<file path="config.mk">
export PLATFORM = sky130hd
export DESIGN_NAME = json_string_unescaper
export DESIGN_NICKNAME = d
export VERILOG_FILES = /design/src/sv/jsu_pkg.sv /design/src/sv/json_string_unescaper.sv
export VERILOG_INCLUDE_DIRS = /design/src /design/src/sv
export SDC_FILE = /design/constraint.sdc
export NUM_CORES = 1
export LEC_CHECK = 0
export BUFFER_PORTS_ARGS = -buffer_cell sky130_fd_sc_hd__buf_2
export CORE_ASPECT_RATIO = 1.4
export CORE_MARGIN = 8
export CORE_UTILIZATION = 33
export CTS_CLUSTER_DIAMETER = 80
export DETAILED_ROUTE_END_ITERATION = 12
export PLACE_DENSITY = 0.46
export SYNTH_ARGS = -nofsm -noshare
export SYNTH_HDL_FRONTEND = slang
export SYNTH_SLANG_ARGS = --single-unit
</file>
<file path="constraint.sdc">
create_clock -name clk -period 4.2 [get_ports clk]
set_input_delay 0.42 -clock clk [delete_from_list [all_inputs] [get_ports clk]]
set_output_delay 0.42 -clock clk [all_outputs]
set_load 0.01 [all_outputs]
</file>
<file path="src/sv/json_string_unescaper_macros.svh">
// assertion macros for the json string unescaper
`ifndef JSON_STRING_UNESCAPER_MACROS_SVH
`define JSON_STRING_UNESCAPER_MACROS_SVH

// same-cycle implication, checked outside reset
`define JSU_ASSERT_NOW(label, ante, cons, msg) \
  label: assert property (@(posedge clk) disable iff (!rst_n) (ante) |-> (cons)) \
    else $error(msg);

// next-cycle implication, checked outside reset
`define JSU_ASSERT_NEXT(label, ante, cons, msg) \
  label: assert property (@(posedge clk) disable iff (!rst_n) (ante) |=> (cons)) \
    else $error(msg);

`endif

</file>
<file path="src/sv/jsu_pkg.sv">
// shared types and constants for the json string unescaper
package jsu_pkg;

  // parser modes
  typedef enum logic [1:0] {
    MODE_SEEK,
    MODE_STR,
    MODE_ESC,
    MODE_HEX
  } mode_t;

  // result kinds
  typedef enum logic [2:0] {
    OC_BYTE,
    OC_CLOSED,
    OC_EXPECTED,
    OC_BAD_ESC,
    OC_UNTERM_ESC,
    OC_TRUNC_UNI,
    OC_UNTERM_STR
  } outcome_t;

  // one result item
  typedef struct packed {
    logic [7:0] data;
    outcome_t   outcome;
    logic       last;
  } result_t;

  // result queue geometry
  localparam int QDepth = 8;
  localparam int PtrW   = $clog2(QDepth);
  localparam int CntW   = PtrW + 1;

  // hex decoding
  localparam int       HexDigitW = 4;
  localparam int       AccumW    = 7;
  localparam logic [2:0] HexLastIdx = 3'd3;

  // characters
  localparam logic [7:0] ChQuote  = 8'h22;
  localparam logic [7:0] ChBslash = 8'h5c;
  localparam logic [7:0] ChSpace  = 8'h20;
  localparam logic [7:0] ChTab    = 8'h09;
  localparam logic [7:0] ChCr     = 8'h0d;
  localparam logic [7:0] ChLf     = 8'h0a;
  localparam logic [7:0] ChN      = 8'h6e;
  localparam logic [7:0] ChR      = 8'h72;
  localparam logic [7:0] ChT      = 8'h74;
  localparam logic [7:0] ChU      = 8'h75;

endpackage

</file>
<file path="src/sv/json_string_unescaper.sv">
// Decodes a JSON string literal from a byte stream into its unescaped bytes.
//
// Input channel in_*: one raw JSON byte per item in in_tdata, in_tlast marks
// the last byte of the available text. Result channel out_*: one result item
// per handshake, out_tdata the decoded byte, out_tuser the outcome code
// (0 byte, 1 closed, 2 expected string, 3 bad escape, 4 unterminated escape,
// 5 truncated unicode, 6 unterminated string), out_tlast on the last result
// that one input byte caused.
//
// Each accepted byte is registered in an input stage, decoded combinationally
// and its zero, one or two results are pushed into an 8-entry result queue
// that drives the output. One byte is accepted every cycle while the queue
// has room for two more results beyond those of the byte in flight. When the
// receiver stalls, bytes keep being taken until the queue lacks that room.
//
// Synchronous reset empties the queue, drops the byte in flight and puts the
// parser back to seeking an opening quote with the hex state cleared.
module json_string_unescaper
  import jsu_pkg::*;
(
  input  logic       clk,
  input  logic       rst_n,
  input  logic       in_tvalid,
  output logic       in_tready,
  input  logic [7:0] in_tdata,   // [7:0] in_byte
  input  logic       in_tlast,   // final_byte
  output logic       out_tvalid,
  input  logic       out_tready,
  output logic [7:0] out_tdata,  // [7:0] out_byte
  output logic [2:0] out_tuser,  // [2:0] outcome
  output logic       out_tlast   // run_last
);

  `include "json_string_unescaper_macros.svh"

  // input stage
  logic       stg_v_r;
  logic [7:0] stg_byte_r;
  logic       stg_fin_r;

  // parser state
  mode_t             mode_r, mode_nxt;
  logic [2:0]        hex_count_r, hex_count_nxt;
  logic [AccumW-1:0] hex_accum_r, hex_accum_nxt;
  logic              hex_stopped_r, hex_stopped_nxt;

  // result queue
  result_t         queue_r [QDepth];
  logic [PtrW-1:0] wr_ptr_r, rd_ptr_r;
  logic [CntW-1:0] fill_r, fill_nxt;

  // decode outputs
  result_t    res0, res1;
  logic [1:0] push_n;

  logic       in_acc, out_acc;
  logic [CntW:0] need;

  // hex digit decode
  function automatic logic [HexDigitW:0] hex_value(input logic [7:0] c);
    logic [HexDigitW:0] v;
    v = '0;
    if (c >= 8'h30 && c <= 8'h39) begin
      v = {1'b1, c[HexDigitW-1:0]};
    end else if ((c >= 8'h61 && c <= 8'h66) || (c >= 8'h41 && c <= 8'h46)) begin
      v = {1'b1, c[HexDigitW-1:0] + 4'd9};
    end
    return v;
  endfunction

  // handshake
  assign need      = {1'b0, fill_r} + (stg_v_r ? (CntW+1)'(2) : '0);
  assign in_tready = (need <= (CntW+1)'(QDepth - 2));
  assign in_acc    = in_tvalid && in_tready;
  assign out_tvalid = (fill_r != '0);
  assign out_acc   = out_tvalid && out_tready;

  assign out_tdata = queue_r[rd_ptr_r].data;
  assign out_tuser = queue_r[rd_ptr_r].outcome;
  assign out_tlast = queue_r[rd_ptr_r].last;

  // decode one byte
  always_comb begin
    logic [7:0]          c;
    logic                fin;
    logic                do_data;
    logic [7:0]          data_val;
    logic                do_err;
    outcome_t            err_code;
    logic [HexDigitW:0]  hv;
    logic [AccumW-1:0]   accum_upd;
    logic                stopped_upd;
    logic                is_space;

    c           = stg_byte_r;
    fin         = stg_fin_r;
    do_data     = 1'b0;
    data_val    = '0;
    do_err      = 1'b0;
    err_code    = OC_EXPECTED;
    hv          = hex_value(c);
    accum_upd   = (!hex_stopped_r && hv[HexDigitW])
                ? {hex_accum_r[AccumW-HexDigitW-1:0], hv[HexDigitW-1:0]}
                : hex_accum_r;
    stopped_upd = hex_stopped_r || !hv[HexDigitW];
    is_space    = (c == ChSpace) || (c >= ChTab && c <= ChCr);

    mode_nxt        = mode_r;
    hex_count_nxt   = hex_count_r;
    hex_accum_nxt   = hex_accum_r;
    hex_stopped_nxt = hex_stopped_r;
    res0   = '{data: 8'h00, outcome: OC_BYTE, last: 1'b1};
    res1   = '{data: 8'h00, outcome: OC_UNTERM_STR, last: 1'b1};
    push_n = 2'd0;

    if (stg_v_r) begin
      unique case (mode_r)
        MODE_SEEK: begin
          if (is_space) begin
            if (fin) begin
              do_err   = 1'b1;
              err_code = OC_EXPECTED;
            end
          end else if (c == ChQuote) begin
            if (fin) begin
              do_err   = 1'b1;
              err_code = OC_UNTERM_STR;
            end else begin
              mode_nxt = MODE_STR;
            end
          end else begin
            do_err   = 1'b1;
            err_code = OC_EXPECTED;
          end
        end
        MODE_STR: begin
          if (c == ChQuote) begin
            do_err   = 1'b1;
            err_code = OC_CLOSED;
          end else if (c == ChBslash) begin
            if (fin) begin
              do_err   = 1'b1;
              err_code = OC_UNTERM_ESC;
            end else begin
              mode_nxt = MODE_ESC;
            end
          end else begin
            do_data  = 1'b1;
            data_val = c;
          end
        end
        MODE_ESC: begin
          if (c == ChQuote || c == ChBslash) begin
            do_data  = 1'b1;
            data_val = c;
          end else if (c == ChN) begin
            do_data  = 1'b1;
            data_val = ChLf;
          end else if (c == ChR) begin
            do_data  = 1'b1;
            data_val = ChCr;
          end else if (c == ChT) begin
            do_data  = 1'b1;
            data_val = ChTab;
          end else if (c == ChU) begin
            if (fin) begin
              do_err   = 1'b1;
              err_code = OC_TRUNC_UNI;
            end else begin
              mode_nxt        = MODE_HEX;
              hex_count_nxt   = '0;
              hex_accum_nxt   = '0;
              hex_stopped_nxt = 1'b0;
            end
          end else begin
            do_err   = 1'b1;
            err_code = OC_BAD_ESC;
          end
        end
        MODE_HEX: begin
          if (hex_count_r == HexLastIdx) begin
            // fourth byte closes the escape
            hex_count_nxt   = '0;
            hex_accum_nxt   = '0;
            hex_stopped_nxt = 1'b0;
            do_data         = 1'b1;
            data_val        = {1'b0, accum_upd};
          end else if (fin) begin
            do_err   = 1'b1;
            err_code = OC_TRUNC_UNI;
          end else begin
            hex_count_nxt   = hex_count_r + 3'd1;
            hex_accum_nxt   = accum_upd;
            hex_stopped_nxt = stopped_upd;
          end
        end
        default: begin
          mode_nxt = MODE_SEEK;
        end
      endcase

      // emit a decoded byte, plus unterminated string at end of input
      if (do_data) begin
        res0   = '{data: data_val, outcome: OC_BYTE, last: !fin};
        push_n = fin ? 2'd2 : 2'd1;
        mode_nxt = fin ? MODE_SEEK : MODE_STR;
      end

      // any other outcome returns to seeking
      if (do_err) begin
        res0   = '{data: 8'h00, outcome: err_code, last: 1'b1};
        push_n = 2'd1;
      end

      if (do_err || (do_data && fin)) begin
        mode_nxt        = MODE_SEEK;
        hex_count_nxt   = '0;
        hex_accum_nxt   = '0;
        hex_stopped_nxt = 1'b0;
      end
    end
  end

  // queue occupancy
  assign fill_nxt = fill_r + CntW'(push_n) - (out_acc ? CntW'(1) : CntW'(0));

  // control and parser state
  always_ff @(posedge clk) begin
    if (!rst_n) begin
      stg_v_r       <= 1'b0;
      mode_r        <= MODE_SEEK;
      hex_count_r   <= '0;
      hex_accum_r   <= '0;
      hex_stopped_r <= 1'b0;
      wr_ptr_r      <= '0;
      rd_ptr_r      <= '0;
      fill_r        <= '0;
    end else begin
      stg_v_r       <= in_acc;
      mode_r        <= mode_nxt;
      hex_count_r   <= hex_count_nxt;
      hex_accum_r   <= hex_accum_nxt;
      hex_stopped_r <= hex_stopped_nxt;
      wr_ptr_r      <= wr_ptr_r + PtrW'(push_n);
      if (out_acc) begin
        rd_ptr_r <= rd_ptr_r + PtrW'(1);
      end
      fill_r <= fill_nxt;
    end
  end

  // input register payload
  always_ff @(posedge clk) begin
    if (in_acc) begin
      stg_byte_r <= in_tdata;
      stg_fin_r  <= in_tlast;
    end
  end

  // result queue writes
  always_ff @(posedge clk) begin
    if (push_n != 2'd0) begin
      queue_r[wr_ptr_r] <= res0;
    end
    if (push_n == 2'd2) begin
      queue_r[wr_ptr_r + PtrW'(1)] <= res1;
    end
  end

  // checks
  `JSU_ASSERT_NOW(a_fill_bound, 1'b1, fill_r <= CntW'(QDepth), "result queue overflow")
  `JSU_ASSERT_NEXT(a_pop_only, out_acc && !stg_v_r, fill_r == $past(fill_r) - CntW'(1), "queue count did not drop on pop")
  `JSU_ASSERT_NEXT(a_err_seek, stg_v_r && push_n == 2'd1 && res0.outcome != OC_BYTE, mode_r == MODE_SEEK, "parser not seeking after an outcome")
  `JSU_ASSERT_NOW(a_hex_mode, hex_count_r != 3'd0, mode_r == MODE_HEX, "hex count live outside a unicode escape")

endmodule

</file>
==> Word-level counts from Yosys, hierarchy flattened <==
Memory sizes are Yosys's and may differ from the RTL's. A register that Yosys moved wholly into a read port is not among the register bits.
Cells that the tools add are included.
Widths: inputs -> output; s select.
{ "word_totals": {"output_inout_bits": 14, "n_memories": 1, "ff_bits": 33, "inputBits": 13, "ramBits": 96} }
{ "classes": {"n_lt_le_gt_ge": 9, "reduce_logical": 23, "n_mux": 108, "n_eq_ne": 31, "n_addsub": 8} }
{ "memory_table": {"columns": ["memory", "words", "word_bits", "read_ports", "rd_clocked_by_memory_dff", "wr", "line_no", "text"], "rows": [
  ["queue_r", 8, 12, 1, 1, 2, "json_string_unescaper.sv:48", "result_t queue_r [QDepth];"]
]} }
{ "ops": {"columns": ["operator", "n"], "rows": [
  ["$mux 7", 11],
  ["$mux 3", 24],
  ["$ne 4x4->1 const B", 13],
  ["$eq 8x7->1 const B", 5],
  ["$mux 2", 19],
  ["$mux 12", 3],
  ["$mux 1", 35],
  ["$mux 8", 3],
  ["$pmux 8 s3", 1],
  ["$ne 3x3->1 const B", 6],
  ["$eq 8x6->1 const B", 2],
  ["$ge 8x7->1 const B", 2],
  ["$le 8x7->1 const B", 2],
  ["$pmux 7 s2", 1],
  ["$reduce_and 14->1", 1],
  ["$mux 4", 3],
  ["$pmux 3 s4", 1],
  ["$mux 5", 2],
  ["$add 3x1->3 const B", 3],
  ["$reduce_and 9->1", 1],
  ["$ge 8x4->1 const B", 1],
  ["$ge 8x6->1 const B", 1],
  ["$le 8x4->1 const B", 1],
  ["$le 8x6->1 const B", 1],
  ["22 further kinds", 37]
]} }

==> Logic depth before layout (Yosys ltp) <==
Gate-level depths: netlist of run 1.
{ "logic_depth": {"depth_word": 13, "depth_mapped": 17, "depth_no_buf": 16} }

==> Worst setup path after synthesis of run 1 <==
No wires, ideal clock.
{ "synth_timing": {"kind": "register -> register", "startpoint": "reg stg_byte_r[0]", "endpoint": "reg fill_r[3]", "t_required_ps": 4085, "arrival_ps": 3540, "period_less_slack_ps": 3655, "setup_time_ps": 115, "path_stages_with_launch": 18, "path_slack_ps": 545, "path_cell_list": "edfxtp_1 > inv_1 > ha_1 > clkbuf_1 > and3b_1 > and2_1 > a31oi_1 > nand4_2 > a21oi_1 > buf_6 > nand3_2 > ha_1 > inv_1 > ha_1 > a21o_1 > a21oi_1 > xor2_1 > and2_1"} }
{ "synth_via": {"elab_chain_len": 12, "word_cells_on_any_way": 36, "classes_between": "2 x add/sub; 2 x order compare; 7 x eq/ne; 22 x mux; 3 x reduce/logical"} }
{ "synth_rtl": {"columns": ["element", "line_no", "text"], "rows": [
  ["from (decl)", "json_string_unescaper.sv:38", "logic [7:0] stg_byte_r;"],
  ["from (signal assigned)", "json_string_unescaper.sv:255", "stg_byte_r <= in_tdata;"],
  ["$eq 8x7->1 (on tied branches)", "json_string_unescaper.sv:165, json_string_unescaper.sv:162", null],
  ["$mux 1 (on tied branches)", "json_string_unescaper.sv:165, json_string_unescaper.sv:162", null],
  ["$mux 1 (on tied branches)", "json_string_unescaper.sv:162, json_string_unescaper.sv:159", null],
  ["$mux 1 (on tied branches)", "json_string_unescaper.sv:159, json_string_unescaper.sv:156", null],
  ["$mux 1 (on tied branches)", "json_string_unescaper.sv:156, json_string_unescaper.sv:153", null],
  ["$mux 1 or $pmux 1 s3 (tied branches)", "json_string_unescaper.sv:153, json_string_unescaper.sv:117", null],
  ["$pmux 1 s4 or $mux 1 (tied branches)", "json_string_unescaper.sv:117, json_string_unescaper.sv:116", null],
  ["$mux 1 or $mux 2 (tied branches)", "json_string_unescaper.sv:116, json_string_unescaper.sv:203", null],
  ["$mux 2 *", "json_string_unescaper.sv:210", "if (do_err) begin"],
  ["$mux 2 *", "json_string_unescaper.sv:116", "if (stg_v_r) begin"],
  ["$add 4x2->4 *", "json_string_unescaper.sv:225", "assign fill_nxt = fill_r + CntW'(push_n) - (out_acc ? CntW'(1) : CntW'(0));"],
  ["$sub 4x1->4 *", "json_string_unescaper.sv:225", null],
  ["to (signal assigned)", "json_string_unescaper.sv:248", "fill_r <= fill_nxt;"],
  ["to (decl)", "json_string_unescaper.sv:50", "logic [CntW-1:0] fill_r, fill_nxt;"]
]} }
Mark *: on every way between the ends. The rest lies on a longest branch, timed or not. The select of a mux whose other input is x is not followed.
A chain may end at the register's enable or synchronous reset.

==> Worst setup path in the final report of run 1 <==
Ends and elaborated chain as after synthesis.

==> results.ini, run 1 <==
[pwr]
power.leakage_nw = 2.92
ir_worst_vdd_mv = 0.260
power.density_nw_per_um2 = 444

[die]
io_pins = 27
dieHeight_um = 187
coreArea_um2 = 20500
die_w_um = 138
start_util_pct = 33.5
dieArea_um2 = 25700
num_rows = 62

[final_layout]
design_area_um2 = 7850
syn_to_final_growth_pct = 14.4
diodes = 0
drive_gt1_share_pct = 22.4
regArea_um2 = 2730
multi_input_area_um2 = 3850
num-nets-final = 711
nFillCells = 2081

[synthesis]
ys_ff_latch = 132
yosys_warnings = 0
synth_xor_area_share_pct = 1.02
synth-compound-area-share_pct = 17.9
syn-cell-area_um2 = 6860
syn_avg_cell_area_um2 = 10.7
yosys.area_share.adder_pct = 4.60
synth-edff-count = 9
yosysUniqueCellTypes = 78
async_reset_ff_share_pct = 0
yosysSeqAreaShare_pct = 39.8
synth_ff_type = dfxtp_1
syn_nets = 677
synth_top_family_by_area = compound AO/OA/AOI/OAI gates
synth_cells = 640
synth-simple-area-share_pct = 15.8
synth.area.mux_share_pct = 16.8

[sta]
max-slew-margin-rel_pct = 30.1
hold_ws_ns = 0.175
tightestPinTransition_ns = 1.05
timing.fmax_ghz = 0.265
finalSetupViolCount = 0
skew_ns = 0.0107
rsz0062_at_grt = false
min_period_ns = 3.77
fin_crit_sh_pct = 89.8
tns_ns = 0
finalHoldViolCount = 0
slew_violations = 0

[setup_path]
cp-start-kind = flop
cp_max_fo = 11
critPathKind = flop to flop
crit_arrival_ns = 4.09
cp-end-kind = flop
crit_required_ns = 4.51

[clock_network]
clk_pin_slew_ns = 0.06
holdBufCountCts = 0
postCtsSetupBuffers = 0
cts_num_sinks = 132
clk_latency_ns = 0.42
cts-root-buf = clkbuf_16
numCtsBuffers = 17
post_cts_resized = 0
clockBufferDepth = 2
cts_tree = done
htreeDepth = 4

[grt]
gr-total-overflow = 0
first_global_vias = 5331
grt_max_degree = 25
antenna_found_initial = 0
grt_pass1_wl_mm = 29.0
grt.total_usage_pct = 14.4

[drt]
drt-pass1-iter-count = 5
drc_errors = 0
initialDrtViolationCount = 278
antenna_left = 0
wl_per_cell_um = 18.7
route.vias.total = 4986
viasPerCell = 5.29
wl_mm = 17.6

[job]
maxCapViolCount = 0

[worst_hold_path]
worstHoldPathType = input port to flop

[place]
globalplace.congestion = 0.860
placed_area_um2 = 7290
dpl.hpwl_mm = 13.1
port_buffers = 26

[status]
status = finished, final reports clean

==> Yosys cell counts (5+ instances only) <==
cell type  number  area (um2)
nand2_1        60         225
nand3_1        10        50.1
o21ai_0        16        80.1
xnor2_1         5        43.8
and2_1         12        75.1
nor2_1         50         188
o22ai_1         8        50.1
nor3_1          8        40.0
a32o_1          5        50.1
ha_1           22         275
a21oi_1        12        60.1
buf_4           5        37.5
edfxtp_1        9         270
mux2_2         15         169
nand2b_1        7        43.8
mux2i_1        44         440
dfxtp_1       123        2460
inv_1          31         116
a22o_1         56         490
clkbuf_1       14        52.6
mux4_2         24         541
==> cells by family (layout without fill, tap and decap cells) <==
family	Yosys count	count (layout)
and+or+nand+nor	193	193
muxes	83	83
adders and majority gates	24	24
AOI/OAI and AO/OA	139	139
xor gates and xnor gates	8	8
buffers and inverters	61	108
DFF	132	132
==> per-layer routing <==
metal / global-route usage (%) / up-vias / wire (um)
li1: - / 2447 / -
met1: 16.8 / 2437 / 7480
met2: 25.2 / 82 / 9380
met3: 2.96 / 20 / 543
met4: 4.89 / 0 / 227
met5: 0 / - / 0
==> placed cells by master, fill, tap and decap left out, drive strengths merged, types with 10 or more instances in the layout <==
cell type	count
mux4	24
a31oi	11
and2	12
clkbuf	18
mux2i	44
dfxtp	123
nor3	10
mux2	15
inv	34
buf	44
o21ai	17
a22o	56
a21oi	15
ha	22
nor2	51
nand3	11
nand2	61
==> stage by stage <==
step / std cells / power [mW] / worst slack (ns) / util (%)
after global routing: 943 / 3.68 / 0.147 / 38.3
after floorplan: 640 / 1.94 / 0.545 / -
after global placement: 911 / 2.11 / 0.507 / 35.6
after CTS: 943 / 3.54 / 0.364 / 38.3
final: 943 / 3.48 / 0.427 / 38.3
after detailed placement: 911 / 2.13 / 0.378 / 35.6
==> power by group <==
group          total, mW  internal [mW]  switching (mW)  leakage, nW
combinational      0.634          0.289           0.345         1.58
sequential          1.45           1.35           0.103         1.08
clock               1.40          0.818           0.581        0.267
total               3.48           2.46            1.03         2.92
==> sequential cells by signal, indices dropped and copies added, names as in the netlist, named ones only <==
name / count
fill_r: 4
hex_accum_r: 7
hex_count_r: 3
hex_stopped_r: 1
mode_r: 2
queue_r: 96
rd_ptr_r: 3
stg_byte_r: 8
stg_fin_r: 1
stg_v_r: 1
wr_ptr_r: 3
==> final timing paths <==
kind                  from       endpoint  slack (ns)  depth (start not counted)
max          stg_byte_r[0]      fill_r[3]        0.43                         14
min            in_tdata[4]  stg_byte_r[4]        0.17                          1
max reg2reg  stg_byte_r[0]      fill_r[3]        0.43                         14
min reg2reg  queue_r[0][3]  queue_r[0][3]        0.47                          2
==> layout make-up <==
type	instances	share of cell area (%)
clock buffer	18	5.47
clock inverter	14	1.64
inverter	32	1.53
multi-input combinational	447	49.1
sequential	132	34.8
tap	256	4.08
timing repair buffer	44	3.38
==> critical path, cell delays in order (launching register included) <==
cell and delay [ns]:
edfxtp_1 0.51, inv_1 0.13, ha_1 0.33, and3b_1 0.24
nor2_1 0.08, nor3_1 0.33, o31a_4 0.38, nand3_2 0.31
ha_1 0.43, inv_1 0.05, ha_1 0.28, a21o_1 0.18
a21oi_1 0.17, xor2_1 0.08, and2_1 0.15
(Power assumes the default switching activity.)
==> run 2: changes to the inputs <==
--- a/config.mk
+++ b/config.mk
@@ -6,13 +6,14 @@
 export SDC_FILE = /design/constraint.sdc
 export NUM_CORES = 1
 export LEC_CHECK = 0
-export BUFFER_PORTS_ARGS = -buffer_cell sky130_fd_sc_hd__buf_2
 export CORE_ASPECT_RATIO = 1.4
 export CORE_MARGIN = 8
 export CORE_UTILIZATION = 33
 export CTS_CLUSTER_DIAMETER = 80
 export DETAILED_ROUTE_END_ITERATION = 12
-export PLACE_DENSITY = 0.46
+export DONT_BUFFER_PORTS = 1
+export PLACE_DENSITY = 0.45
+export RECOVER_POWER = 25
 export SYNTH_ARGS = -nofsm -noshare
 export SYNTH_HDL_FRONTEND = slang
 export SYNTH_SLANG_ARGS = --single-unit
==> results.ini, run 2 (synthesis gave the netlist of run 1 again) <==
[status]
status = finished, final reports clean

[final_layout]
diodes = 0
drive_gt1_share_pct = 17.9
regMostFlops = queue_r
regArea_um2 = 2730
nFillCells = 2049
multi_input_area_um2 = 3850
top_regs = queue_r (96), stg_byte_r (8), hex_accum_r (7)
num-nets-final = 687
largest_register_ffs = 96
design_area_um2 = 7790
layout_commonest_cell = dfxtp_1
syn_to_final_growth_pct = 13.6
final_cell_mix = 123 x dfxtp_1, 60 x nand2_1, 56 x a22o_1
fin_util_pct = 38.1

[die]
io_pins = 27
die_w_um = 138
coreArea_um2 = 20500
dieHeight_um = 187
num_rows = 62
dieArea_um2 = 25700
start_util_pct = 33.5

[clock_network]
cts_num_sinks = 132
clk_pin_slew_ns = 0.06
holdBufCountCts = 0
post_cts_resized = 0
numCtsBuffers = 17
htreeDepth = 4
cts_tree = done
clk_latency_ns = 0.42
postCtsSetupBuffers = 0
clockBufferDepth = 2
cts-root-buf = clkbuf_16

[setup_path]
r2r-end = fill_r[3]
cp-end-kind = flop
critPathLaunch = stg_byte_r[0]
r2r_setup_slack_ns = 0.37
rr_worst_depth = 14
critPathKind = flop to flop
timing.rr.start = stg_byte_r[0]
cp-start-kind = flop
crit_end = fill_r[3]
cp_max_fo = 11
crit_required_ns = 4.52
crit_arrival_ns = 4.15

[sta]
finalHoldViolCount = 0
finalSetupViolCount = 0
rsz0062_at_grt = false
tightestPinTransition_ns = 1.06
max-slew-margin-rel_pct = 29.2
min_period_ns = 3.83
layout_setup_ws_ns = 0.368
slew_violations = 0
skew_ns = 0.00737
hold_ws_ns = 0.0895
timing.fmax_ghz = 0.261
tns_ns = 0
fin_crit_sh_pct = 91.2

[pwr]
power.leakage_nw = 2.85
ir_worst_vdd_mv = 0.255
pwr-share-seq_pct = 39.7
p_switching_mw = 1.06
pwr-share-comb_pct = 17.0
power.density_nw_per_um2 = 468
p_clk_share_pct = 43.3
sw_frac_of_total_pct = 29.1
p_int_mw = 2.58

[drt]
viasPerCell = 5.39
antenna_left = 0
drc_errors = 0
wl_mm = 17.8
initialDrtViolationCount = 349
drt-pass1-iter-count = 4
wl_per_cell_um = 19.4
route.vias.total = 4957

[place]
dpl.hpwl_mm = 13.1
globalplace.congestion = 0.859
port_buffers = 0
placed_area_um2 = 7170
place_ws_ns = 0.352

[worst_hold_path]
worstHoldPathType = input port to flop

[job]
maxCapViolCount = 0

[grt]
grt_pass1_wl_mm = 28.9
antenna_found_initial = 0
gr-total-overflow = 0
grt_max_degree = 25
grt.total_usage_pct = 14.5
first_global_vias = 5247

-- run 2: changes by cell type in the layout (fill, tap and decap cells not counted), moves of 2 or more --
cell,before,now
inv_6,3,5
buf_2,26,0
and2_1,12,8
bufinv_16,1,3
clkinv_2,3,0
clkinv_4,4,2
mux2_2,15,5
mux2_1,0,10
inv_8,0,2
and2_0,0,4
-- run 2: critical path, cell delays in order, from the launching register on --
cell and delay (ns):
edfxtp_1 0.51, inv_1 0.14, ha_1 0.33, and3b_1 0.25
nor2_1 0.08, nor3_1 0.34, o31a_4 0.38, nand3_2 0.32
ha_1 0.43, inv_1 0.05, ha_1 0.28, a21o_1 0.18
a21oi_1 0.18, xor2_1 0.08, and2_1 0.16
-- run 2: how the worst min path moves through the flow --
| stage | from | end | slack [ns] | cells after the start |
|---|---|---|---|---|
| detailed placement | queue_r[0][6] | queue_r[0][6] | 0.45 | 1 |
| CTS | in_tdata[7] | stg_byte_r[7] | 0.07 | 0 |
| floorplan | queue_r[5][0] | queue_r[5][0] | 0.44 | 2 |
| finish | in_tdata[7] | stg_byte_r[7] | 0.09 | 0 |
| global route | in_tdata[7] | stg_byte_r[7] | 0.06 | 0 |
| global placement | queue_r[3][0] | queue_r[3][0] | 0.45 | 2 |
-- run 2: final cells by class --
| cell class | count | share of cell area (%) |
|---|---|---|
| clock buffers | 18 | 5.63 |
| clock inverters | 14 | 2.42 |
| well taps | 256 | 4.11 |
| multi-input cells | 447 | 49.4 |
| flip-flops and latches | 132 | 35.1 |
| repair buffers | 20 | 1.83 |
| inverters | 32 | 1.54 |
-- run 2: through the flow --
| stage | power, mW | cells |
|---|---|---|
| 3_3_place_gp | 2.09 | 887 |
| 5_1_grt | 3.84 | 919 |
| 4_1_cts | 3.71 | 919 |
| 6_report | 3.64 | 919 |
| 2_1_floorplan | 1.94 | 640 |
| 3_5_place_dp | 2.11 | 887 |
-- run 2: power groups by stage --
stage                     clock network (mW)  logic [mW]  registers (mW)
final                                   1.58       0.620            1.45
after global routing                    1.68       0.701            1.46
after CTS                               1.62       0.639            1.45
after detailed placement                   0       0.633            1.48
after global placement                     0       0.622            1.47
after floorplan                            0       0.528            1.42
-- run 2: layer usage --
layer / track usage, % / routed length, um / vias to the layer above
li1: - / - / 2398
met3: 2.80 / 444 / 19
met4: 6.14 / 396 / 0
met1: 17.2 / 7620 / 2461
met2: 24.6 / 9330 / 79
met5: 0 / 0 / -
==> run 3: changes to the inputs <==
--- a/config.mk
+++ b/config.mk
@@ -7,9 +7,7 @@
 export NUM_CORES = 1
 export LEC_CHECK = 0
 export CORE_ASPECT_RATIO = 1.4
-export CORE_MARGIN = 8
 export CORE_UTILIZATION = 33
-export CTS_CLUSTER_DIAMETER = 80
 export DETAILED_ROUTE_END_ITERATION = 12
 export DONT_BUFFER_PORTS = 1
 export PLACE_DENSITY = 0.45
==> results.ini, run 3 (synthesis gave the netlist of run 1 again) <==
[clock_network]
clockBufferDepth = 2
post_cts_resized = 0
cts_num_sinks = 132
clk_latency_ns = 0.42
numCtsBuffers = 17
cts-root-buf = clkbuf_16
htreeDepth = 4
clk_pin_slew_ns = 0.06
postCtsSetupBuffers = 0
cts_tree = done
holdBufCountCts = 0

[pwr]
power.leakage_nw = 2.81
ir_worst_vdd_mv = 0.275
power.density_nw_per_um2 = 456
power_mw = 3.53

[die]
coreArea_um2 = 20500
die_w_um = 124
num_rows = 62
io_pins = 27
start_util_pct = 33.5
dieArea_um2 = 21400
dieHeight_um = 173

[place]
port_buffers = 0
place_inst = 885
globalplace.congestion = 0.833
placed_area_um2 = 7160
place_ws_ns = 0.399
dpl.hpwl_mm = 12.8

[sta]
slew_violations = 0
rsz0062_at_grt = false
skew_ns = 0.0130
tightestPinTransition_ns = 0.995
timing.fmax_ghz = 0.262
fin_crit_sh_pct = 90.7
max-slew-margin-rel_pct = 33.6
layout_setup_ws_ns = 0.389
min_period_ns = 3.81
finalSetupViolCount = 0
finalHoldViolCount = 0
hold_ws_ns = 0.100
tns_ns = 0

[worst_hold_path]
holdPathEnd = stg_byte_r[5]
worstHoldPathType = input port to flop
min_from = in_tdata[5]
worstHoldPathCells = 0

[setup_path]
crit_slowest_cell = edfxtp_1
cp-start-kind = flop
r2r-end = fill_r[3]
r2r_setup_slack_ns = 0.39
critPathLaunch = stg_byte_r[0]
rr_worst_depth = 14
cp_max_fo = 11
worst-path-buf-inv = 2
path_cells = inv_1 -> ha_1 -> and3b_1 -> nor2_1 -> nor3_1 -> o31a_4 -> nand3_2 -> ha_1 -> inv_1 -> ha_1 -> a21o_1 -> a21oi_1 -> xor2_1 -> and2_1
critPathKind = flop to flop
crit_required_ns = 4.51
crit_arrival_ns = 4.12
crit_family = simple AND/OR/NAND/NOR gates
timing.rr.start = stg_byte_r[0]
path_common_cell = ha_1
slowest_delay_ns = 0.52
cp-end-kind = flop

[grt]
gr-total-overflow = 0
grt_max_degree = 25
grt_pass1_wl_mm = 28.2
grt.total_usage_pct = 17.3
first_global_vias = 5082
antenna_found_initial = 0

[final_layout]
regArea_um2 = 2730
nFillCells = 2073
finalNonFillerCells = 917
design_area_um2 = 7740
regMostFlops = queue_r
layout_commonest_cell = dfxtp_1
top_regs = queue_r (96), stg_byte_r (8), hex_accum_r (7)
multi_input_area_um2 = 3850
fin_util_pct = 37.8
drive_gt1_share_pct = 17.5
final_cell_mix = 123 x dfxtp_1, 60 x nand2_1, 56 x a22o_1
syn_to_final_growth_pct = 12.8
diodes = 0
largest_register_ffs = 96
num-nets-final = 685

[drt]
wl_mm = 17.3
drc_errors = 0
route.vias.total = 4909
antenna_left = 0
viasPerCell = 5.35
drt-pass1-iter-count = 4
wl_per_cell_um = 18.8
initialDrtViolationCount = 269

[job]
maxCapViolCount = 0

[status]
status = finished, final reports clean

[run 3: how the worst max path moves through the flow]
stage	end	slack, ns	cells after the start
global route	fill_r[3]	0.08	14
floorplan	fill_r[3]	0.54	17
finish	fill_r[3]	0.39	14
detailed placement	fill_r[3]	0.40	14
global placement	fill_r[3]	0.52	14
CTS	fill_r[3]	0.36	14
[run 3: cell type report]
| type | count | share of cell area (%) |
|---|---|---|
| sequential | 132 | 35.3 |
| multi-input combinational | 447 | 49.7 |
| inverter | 32 | 1.55 |
| tap | 256 | 4.14 |
| clock inverter | 13 | 1.92 |
| clock buffer | 19 | 5.72 |
| timing repair buffer | 18 | 1.60 |
[run 3: per-layer routing]
layer	vias up	track usage [%]	routed length (um)	part of all wire, %
met5	-	0	0	0
met4	0	6.68	344	2.0
met3	23	2.77	389	2.3
met2	73	29.2	8860	51
met1	2421	21.6	7670	44
li1	2392	-	-	-
[run 3: worst reg2reg max path, cell delays in order (launching register included)]
cell	delay (ns)
edfxtp_1	0.52
inv_1	0.13
ha_1	0.34
and3b_1	0.24
nor2_1	0.08
nor3_1	0.35
o31a_4	0.39
nand3_2	0.32
ha_1	0.44
inv_1	0.05
ha_1	0.28
a21o_1	0.17
a21oi_1	0.17
xor2_1	0.08
and2_1	0.15
[run 3: power breakdown]
group | total, mW | switching (mW) | internal (mW) | leakage [nW]
sequential | 1.45 | 0.102 | 1.35 | 1.08
combinational | 0.596 | 0.335 | 0.261 | 1.45
clock | 1.48 | 0.585 | 0.897 | 0.281
